<file path="src/hw/rtl/sha_pkg.sv">
package sha_pkg;

    typedef logic [31:0] t_word;

    localparam t_word HashInit [8] = '{
        32'h6a09e667, 32'hbb67ae85, 32'h3c6ef372, 32'ha54ff53a,
        32'h510e527f, 32'h9b05688c, 32'h1f83d9ab, 32'h5be0cd19
    };

    localparam t_word RoundK [64] = '{
        32'h428a2f98, 32'h71374491, 32'hb5c0fbcf, 32'he9b5dba5,
        32'h3956c25b, 32'h59f111f1, 32'h923f82a4, 32'hab1c5ed5,
        32'hd807aa98, 32'h12835b01, 32'h243185be, 32'h550c7dc3,
        32'h72be5d74, 32'h80deb1fe, 32'h9bdc06a7, 32'hc19bf174,
        32'he49b69c1, 32'hefbe4786, 32'h0fc19dc6, 32'h240ca1cc,
        32'h2de92c6f, 32'h4a7484aa, 32'h5cb0a9dc, 32'h76f988da,
        32'h983e5152, 32'ha831c66d, 32'hb00327c8, 32'hbf597fc7,
        32'hc6e00bf3, 32'hd5a79147, 32'h06ca6351, 32'h14292967,
        32'h27b70a85, 32'h2e1b2138, 32'h4d2c6dfc, 32'h53380d13,
        32'h650a7354, 32'h766a0abb, 32'h81c2c92e, 32'h92722c85,
        32'ha2bfe8a1, 32'ha81a664b, 32'hc24b8b70, 32'hc76c51a3,
        32'hd192e819, 32'hd6990624, 32'hf40e3585, 32'h106aa070,
        32'h19a4c116, 32'h1e376c08, 32'h2748774c, 32'h34b0bcb5,
        32'h391c0cb3, 32'h4ed8aa4a, 32'h5b9cca4f, 32'h682e6ff3,
        32'h748f82ee, 32'h78a5636f, 32'h84c87814, 32'h8cc70208,
        32'h90befffa, 32'ha4506ceb, 32'hbef9a3f7, 32'hc67178f2
    };

    localparam logic [0:0] CmdAbsorb = 1'b0;
    localparam logic [0:0] CmdFinish = 1'b1;
    localparam logic [7:0] PadByte   = 8'h80;

    // Byte source selected by the controller for a buffer write.
    typedef enum logic [1:0] {
        t_src_data = 2'd0,
        t_src_pad  = 2'd1,
        t_src_zero = 2'd2,
        t_src_len  = 2'd3
    } t_src;

    // Controller to datapath.
    typedef struct packed {
        logic       buf_we;
        t_src       buf_src;
        logic [5:0] buf_addr;
        logic [7:0] data;
        logic       cnt_inc;
        logic       cnt_clr;
        logic       cmp_load;
        logic       cmp_round;
        logic [5:0] round;
        logic       cmp_fold;
        logic       hash_init;
    } t_cmd;

    // Datapath to controller.
    typedef struct packed {
        logic [5:0] pos;
    } t_stat;

    function automatic t_word ror(t_word x, int n);
        return (x >> n) | (x << (32 - n));
    endfunction

endpackage

</file>
<file path="src/hw/rtl/sha_ctrl.sv">
module sha_ctrl (
    input  logic          i_clk,
    input  logic          i_rst_n,
    input  logic          i_valid,
    input  logic          i_cmd,
    input  logic [7:0]    i_data_byte,
    output logic          o_stall,
    input  logic          i_out_stall,
    output logic          o_valid,
    output logic [2:0]    o_word_index,
    output logic          o_last,
    output sha_pkg::t_cmd o_dp,
    input  sha_pkg::t_stat i_st
);
    import sha_pkg::*;

    typedef enum logic [2:0] {
        S_IDLE, S_PAD, S_LOAD, S_ROUND, S_FOLD, S_EMIT
    } t_state;

    t_state     r_state;
    logic [5:0] r_idx;      // pad byte address or round number
    logic       r_fin;      // current block ends a message
    logic       r_len_blk;  // this pad pass writes the length field
    logic [2:0] r_word;
    logic       r_valid;

    logic acc;
    assign o_stall = (r_state != S_IDLE);
    assign acc     = i_valid && !o_stall;

    always_comb begin
        o_dp           = '0;
        o_dp.buf_src   = t_src_data;
        o_dp.data      = i_data_byte;
        o_dp.round     = r_idx;
        o_dp.buf_addr  = i_st.pos;
        unique case (r_state)
            S_IDLE: begin
                if (acc) begin
                    o_dp.buf_we  = 1'b1;
                    o_dp.buf_src = (i_cmd == CmdFinish) ? t_src_pad : t_src_data;
                    o_dp.cnt_inc = (i_cmd == CmdAbsorb);
                end
            end
            S_PAD: begin
                o_dp.buf_we   = 1'b1;
                o_dp.buf_addr = r_idx;
                o_dp.buf_src  = (r_len_blk && r_idx[5:3] == 3'd7) ? t_src_len : t_src_zero;
            end
            S_LOAD:  o_dp.cmp_load  = 1'b1;
            S_ROUND: o_dp.cmp_round = 1'b1;
            S_FOLD:  o_dp.cmp_fold  = 1'b1;
            S_EMIT: begin
                if (r_valid && !i_out_stall && r_word == 3'd7) begin
                    o_dp.hash_init = 1'b1;
                    o_dp.cnt_clr   = 1'b1;
                end
            end
            default: ;
        endcase
    end

    always_ff @(posedge i_clk) begin
        if (!i_rst_n) begin
            r_state   <= S_IDLE;
            r_idx     <= '0;
            r_fin     <= 1'b0;
            r_len_blk <= 1'b0;
            r_word    <= '0;
            r_valid   <= 1'b0;
        end else begin
            unique case (r_state)
                S_IDLE: begin
                    if (acc) begin
                        if (i_cmd == CmdAbsorb) begin
                            r_fin <= 1'b0;
                            if (i_st.pos == 6'd63) r_state <= S_LOAD;
                        end else begin
                            r_fin     <= 1'b1;
                            r_len_blk <= (i_st.pos < 6'd56);
                            if (i_st.pos == 6'd63) begin
                                // pad byte filled the block; length goes in a new one
                                r_len_blk <= 1'b0;
                                r_state   <= S_LOAD;
                            end else begin
                                r_idx   <= i_st.pos + 6'd1;
                                r_state <= S_PAD;
                            end
                        end
                    end
                end
                S_PAD: begin
                    r_idx <= r_idx + 6'd1;
                    if (r_idx == 6'd63) r_state <= S_LOAD;
                end
                S_LOAD: begin
                    r_idx   <= '0;
                    r_state <= S_ROUND;
                end
                S_ROUND: begin
                    r_idx <= r_idx + 6'd1;
                    if (r_idx == 6'd63) r_state <= S_FOLD;
                end
                S_FOLD: begin
                    if (!r_fin) begin
                        r_state <= S_IDLE;
                    end else if (!r_len_blk) begin
                        // second padding block: zeros then length
                        r_len_blk <= 1'b1;
                        r_idx     <= '0;
                        r_state   <= S_PAD;
                    end else begin
                        r_word  <= '0;
                        r_valid <= 1'b1;
                        r_state <= S_EMIT;
                    end
                end
                S_EMIT: begin
                    if (!i_out_stall) begin
                        r_word <= r_word + 3'd1;
                        if (r_word == 3'd7) begin
                            r_valid <= 1'b0;
                            r_fin   <= 1'b0;
                            r_state <= S_IDLE;
                        end
                    end
                end
                default: r_state <= S_IDLE;
            endcase
        end
    end

    assign o_valid      = r_valid;
    assign o_word_index = r_word;
    assign o_last       = (r_word == 3'd7);
endmodule

</file>
<file path="src/hw/rtl/sha_dp.sv">
module sha_dp (
    input  logic           i_clk,
    input  logic           i_rst_n,
    input  sha_pkg::t_cmd  i_dp,
    input  logic [2:0]     i_word_index,
    output sha_pkg::t_stat o_st,
    output logic [31:0]    o_digest_word
);
    import sha_pkg::*;

    t_word       r_buf [16];   // block buffer as 16 big-endian words
    t_word       r_w   [16];
    t_word       r_v   [8];
    t_word       r_h   [8];
    logic        r_h_ok;   // clear: hash state reads as initial values
    logic [63:0] r_cnt;

    logic [63:0] bits;
    logic [7:0]  n_byte;
    t_word       h_eff [8];
    t_word       w_new, w_cur, s0, s1, t1, t2;

    assign bits = {r_cnt[60:0], 3'b000};
    assign o_st.pos = r_cnt[5:0];

    always_comb begin
        unique case (i_dp.buf_src)
            t_src_data: n_byte = i_dp.data;
            t_src_pad:  n_byte = PadByte;
            t_src_zero: n_byte = 8'h00;
            t_src_len:  n_byte = bits[8*(7-i_dp.buf_addr[2:0]) +: 8];
            default:    n_byte = 8'h00;
        endcase
    end

    always_comb begin
        for (int j = 0; j < 8; j++) h_eff[j] = r_h_ok ? r_h[j] : HashInit[j];
    end

    // Schedule: window is a shift line, r_w[0] is the word for this round.
    always_comb begin
        s0    = ror(r_w[1], 7) ^ ror(r_w[1], 18) ^ (r_w[1] >> 3);
        s1    = ror(r_w[14], 17) ^ ror(r_w[14], 19) ^ (r_w[14] >> 10);
        w_new = s1 + r_w[9] + s0 + r_w[0];
        w_cur = r_w[0];
        t1 = r_v[7] + (ror(r_v[4], 6) ^ ror(r_v[4], 11) ^ ror(r_v[4], 25))
           + ((r_v[4] & r_v[5]) ^ (~r_v[4] & r_v[6])) + RoundK[i_dp.round] + w_cur;
        t2 = (ror(r_v[0], 2) ^ ror(r_v[0], 13) ^ ror(r_v[0], 22))
           + ((r_v[0] & r_v[1]) ^ (r_v[0] & r_v[2]) ^ (r_v[1] & r_v[2]));
    end

    always_ff @(posedge i_clk) begin
        // byte 0 of a word lands in bits 31..24
        if (i_dp.buf_we)
            r_buf[i_dp.buf_addr[5:2]][8*(3-i_dp.buf_addr[1:0]) +: 8] <= n_byte;
        if (i_dp.cmp_load) begin
            for (int j = 0; j < 16; j++) r_w[j] <= r_buf[j];
            for (int j = 0; j < 8; j++) r_v[j] <= h_eff[j];
        end
        if (i_dp.cmp_round) begin
            for (int j = 0; j < 15; j++) r_w[j] <= r_w[j+1];
            r_w[15] <= w_new;
            r_v[7] <= r_v[6];
            r_v[6] <= r_v[5];
            r_v[5] <= r_v[4];
            r_v[4] <= r_v[3] + t1;
            r_v[3] <= r_v[2];
            r_v[2] <= r_v[1];
            r_v[1] <= r_v[0];
            r_v[0] <= t1 + t2;
        end
        if (i_dp.cmp_fold) begin
            for (int j = 0; j < 8; j++) r_h[j] <= h_eff[j] + r_v[j];
        end
    end

    always_ff @(posedge i_clk) begin
        if (!i_rst_n) begin
            r_cnt  <= '0;
            r_h_ok <= 1'b0;
        end else begin
            if (i_dp.cnt_clr)      r_cnt <= '0;
            else if (i_dp.cnt_inc) r_cnt <= r_cnt + 64'd1;
            if (i_dp.hash_init)     r_h_ok <= 1'b0;
            else if (i_dp.cmp_fold) r_h_ok <= 1'b1;
        end
    end

    assign o_digest_word = r_h[i_word_index];
endmodule

</file>
<file path="src/hw/rtl/sha256_stream_hash_top.sv">
// Channel | Dir | Handshake           | Payload
// input   | in  | i_valid / o_stall   | i_cmd, i_data_byte
// result  | out | o_valid / i_stall   | o_word_index, o_digest_word, o_last
// An absorb writes one buffer byte; the 64th byte of a block also starts
// compression (load, 64 rounds of the single round unit, fold).
// A finish pads at one buffer byte per cycle, compresses one or two blocks,
// then shows eight digest words, one per cycle unless stalled.
// Reset (synchronous, active low) restores the initial hash and clears the count.
// o_stall is high whenever a block is being padded, compressed or emitted.
module sha256_stream_hash_top (
    input  logic        i_clk,
    input  logic        i_rst_n,
    input  logic        i_valid,
    output logic        o_stall,
    input  logic [0:0]  i_cmd,
    input  logic [7:0]  i_data_byte,
    output logic        o_valid,
    input  logic        i_stall,
    output logic [2:0]  o_word_index,
    output logic [31:0] o_digest_word,
    output logic [0:0]  o_last
);
    import sha_pkg::*;

    t_cmd  dp_cmd;
    t_stat dp_st;
    logic  last_w;

    // Controller sequences buffer writes, rounds and digest transfers.
    sha_ctrl u_ctrl (
        .i_clk        (i_clk),
        .i_rst_n      (i_rst_n),
        .i_valid      (i_valid),
        .i_cmd        (i_cmd[0]),
        .i_data_byte  (i_data_byte),
        .o_stall      (o_stall),
        .i_out_stall  (i_stall),
        .o_valid      (o_valid),
        .o_word_index (o_word_index),
        .o_last       (last_w),
        .o_dp         (dp_cmd),
        .i_st         (dp_st)
    );

    // Datapath: block buffer, schedule window, round unit, hash state.
    sha_dp u_dp (
        .i_clk         (i_clk),
        .i_rst_n       (i_rst_n),
        .i_dp          (dp_cmd),
        .i_word_index  (o_word_index),
        .o_st          (dp_st),
        .o_digest_word (o_digest_word)
    );

    assign o_last = last_w;
endmodule

</file>
<file path="config.mk">
export PLATFORM = sky130hd
export DESIGN_NAME = sha256_stream_hash_top
export DESIGN_NICKNAME = d
export VERILOG_FILES = /design/src/hw/rtl/sha_pkg.sv /design/src/hw/rtl/sha_ctrl.sv /design/src/hw/rtl/sha_dp.sv /design/src/hw/rtl/sha256_stream_hash_top.sv
export SDC_FILE = /design/constraint.sdc
export NUM_CORES = 2
export LEC_CHECK = 0
export BUFFER_PORTS_ARGS = -buffer_cell sky130_fd_sc_hd__buf_2
export CELL_PAD_IN_SITES_DETAIL_PLACEMENT = 0
export CELL_PAD_IN_SITES_GLOBAL_PLACEMENT = 1
export CORE_ASPECT_RATIO = 1.75
export CORE_MARGIN = 2
export CORE_UTILIZATION = 45
export DETAILED_ROUTE_END_ITERATION = 10
export PLACE_DENSITY_LB_ADDON = 0.08
export SYNTH_ARGS = -nofsm -noshare
export SYNTH_HDL_FRONTEND = slang
export SYNTH_HIERARCHICAL = 1
export SYNTH_SLANG_ARGS = --single-unit
</file>
<file path="constraint.sdc">
create_clock -name i_clk -period 37.2 [get_ports i_clk]
set_clock_uncertainty 0.05 [all_clocks]
set_input_delay 7.44 -clock i_clk [delete_from_list [all_inputs] [get_ports i_clk]]
set_output_delay 7.44 -clock i_clk [all_outputs]
set_load 0.05 [all_outputs]
</file>
==> impl_metrics.ini <==
[die]
die_area_sq_mm = 0.2055
start_util_pct = 45.15
die_h_um = 598.1
io_pins = 51
fp.dieW_um = 343.5
rows = 218
core_sq_mm = 0.2010

[global_route]
first_global_vias = 61711
antenna_found_initial = 2
grt_max_degree = 152
grt_pass1_wl_mm = 422.8
grt_overflow = 0
grt_use_total_pct = 28.54

[cells_and_area]
fill_cells = 17901
finish.instance_area_sq_mm = 0.09947
drive_above_1_share_pct = 15.15
area_delta_synth_final_pct = 9.579
final_net_count = 8088

[critical_path]
cp.required_ns = 29.71
worstPathArrival_ns = 3.71
worst-path-buf-inv = 2
path_cells = buf_4 -> mux4_2 -> mux2_2 -> buf_2
cp-end-kind = output port
critPathSlowestCell = dfxtp_4
max_stage_delay_ns = 0.83
start_kind = flip-flop
cpLargestDelayFamily = multiplexers
path_class = reg -> out
crit_path_max_fanout = 35

[sta]
worst_pin_slew_ns = 1.292
slew_viol_final = 0
grt_setup_unrepaired = false
period_minus_slack_ns = 11.20
fin_crit_sh_pct = 30.10
setup_viol = 0
hold_violations = 0
relSlewSlack_pct = 13.67
clock.fmax_ghz = 0.08930
setup_tns_ns = 0

[clock_network]
clock_path_buffers = 4
ctsHoldBuffers = 0
cts-root-buf = clkbuf_16
cts-htree-levels = 4
clk_pin_slew_ns = 0.07
tritoncts = done
cts.repair.resized = 0
clock-sinks = 1613
insertion_delay_ns = 0.84
cts_buffers = 168
postCtsSetupBuffers = 0

[status]
status = finished clean

[detailed_routing]
wl_mm = 294.5
route.vias.total = 58988
drc_errors = 0
wire_per_inst_um = 28.72
drt_first_pass_iters = 5
drt_iter0_markers = 3798
drtAntennaViolNets = 0
avgViaCountPerCell = 5.753

[job]
cap_violations = 0

[synth]
synth-seq-cells = 1613
yosysTopAreaCell = edfxtp_1
netlist_area_sq_mm = 0.09077
synthFlopType = edfxtp_1
syn-num-nets = 8062
synthTopCellsByArea = edfxtp_1 51%, mux2_2 7.4%, ha_1 5.4%
yosysSeqAreaShare_pct = 52.51
synth_top_area_share_pct = 50.81
synth_edf_count = 1536
synthArstFlopShare_pct = 0
syn_avg_cell_area_sq_um = 12.17
yosysUniqueCellTypes = 85
syn_inst = 7459
ys_warn_count = 6
synthTopCellsByCount = 1,536 x edfxtp_1, 796 x nand2_1, 593 x mux2_2
synth.most_common_cell = edfxtp_1

[placement]
postPlaceCellArea_sq_mm = 0.09415
gp_congestion = 0.9669
portBuffers = 50
dp_hpwl_mm = 220.7

[min_path]
min_path_type = reg -> reg
layer usage:
metal	vias up	GRT usage [%]	routed length [um]
met5	-	0	15
met4	2	19.12	23490
met3	618	2.506	8576
met2	1414	55.28	163500
met1	29950	28.41	98980
li1	27004	-	-
worst reg2reg max path: cells and delay by family (launching register included):
family	cells	cell delay (ns)
xor+xnor	2	0.42
simple gates	6	1.76
buf+inv	5	0.70
flops	1	0.34
compound gates	14	3.60
fa+ha+maj	7	3.68
cells by family after synthesis:
kind of cell               count (synthesis)  synth area share, %
adders and majority gates                592                9.767
xor gates and xnor gates                 653                6.301
and+or+nand+nor                         1913                9.637
AOI/OAI and AO/OA                       1311                9.160
DFF                                     1613                52.51
buffers and inverters                    670                2.846
muxes                                    707                9.777
sequential cells by signal, summed over array words and instances (netlist names):
register,count
u_dp/r_w,512
u_ctrl/r_idx,6
u_dp/r_v,256
u_ctrl/r_state,3
u_dp/r_cnt,61
u_dp/r_h_ok,1
u_ctrl/r_len_blk,1
u_ctrl/r_fin,1
u_dp/r_h,256
u_ctrl/o_valid,1
u_ctrl/o_word_index,3
u_dp/r_buf,512
stage by stage:
step                      util [%]  std cells  setup WS, ns  hold WS [ns]
after floorplan                  -       7459         16.12        0.4136
after global placement       46.83       9955         26.38        0.4377
after detailed placement     46.83       9955         26.47        0.4411
after CTS                    49.48      10253         25.90        0.4387
after global routing         49.48      10254         25.71        0.4687
final                        49.48      10254         26.00        0.4416
layout by cell type, fill, tap and decap left out, drive strengths merged, types with 23 or more instances in the layout:
master and count:
a211oi 23, a21o 211, a21oi 422, a31oi 39, and2 128, and3 49, buf 184, clkbuf 193
clkinv 77, dfxtp 77, edfxtp 1536, fa 195, ha 395, inv 345, mux2 594, mux2i 29
mux4 84, nand2 796, nand2b 188, nand3 96, nand4 28, nor2 443, nor2b 49, nor3 52
o211ai 30, o21a 56, o21ai 278, o21bai 42, o31ai 33, or3 29, xnor2 455, xor2 198
final cells by class:
class | count | area (sq um) | share of cell area (%)
sequential | 1613 | 47690 | 47.94
multi-input combinational | 5176 | 40580 | 40.80
clock buffer | 193 | 4319 | 4.342
tap | 2640 | 3303 | 3.321
inverter | 342 | 1291 | 1.298
timing repair buffer | 184 | 1281 | 1.288
clock inverter | 105 | 996.0 | 1.001
antenna | 1 | 2.502 | 0.002516
final timing paths:
kind | from | endpoint | slack, ns | cells past startpoint
setup / recovery | u_ctrl/o_word_index[1]$_SDFFE_PN0P_ | o_digest_word[8] | 26.00 | 4
hold / removal | u_dp/r_buf[10][12]$_DFFE_PP_ | u_dp/r_w[0][332]$_DFFE_PP_ | 0.44 | 2
setup reg to reg | u_ctrl/r_idx[1]$_SDFFE_PN0P_ | u_dp/r_v[0][31]$_DFFE_PP_ | 26.35 | 34
hold reg to reg | u_dp/r_buf[10][12]$_DFFE_PP_ | u_dp/r_w[0][332]$_DFFE_PP_ | 0.44 | 2
Power is not shown: default switching activity piles up to over one toggle a cycle in this logic, so the estimate is an artifact.
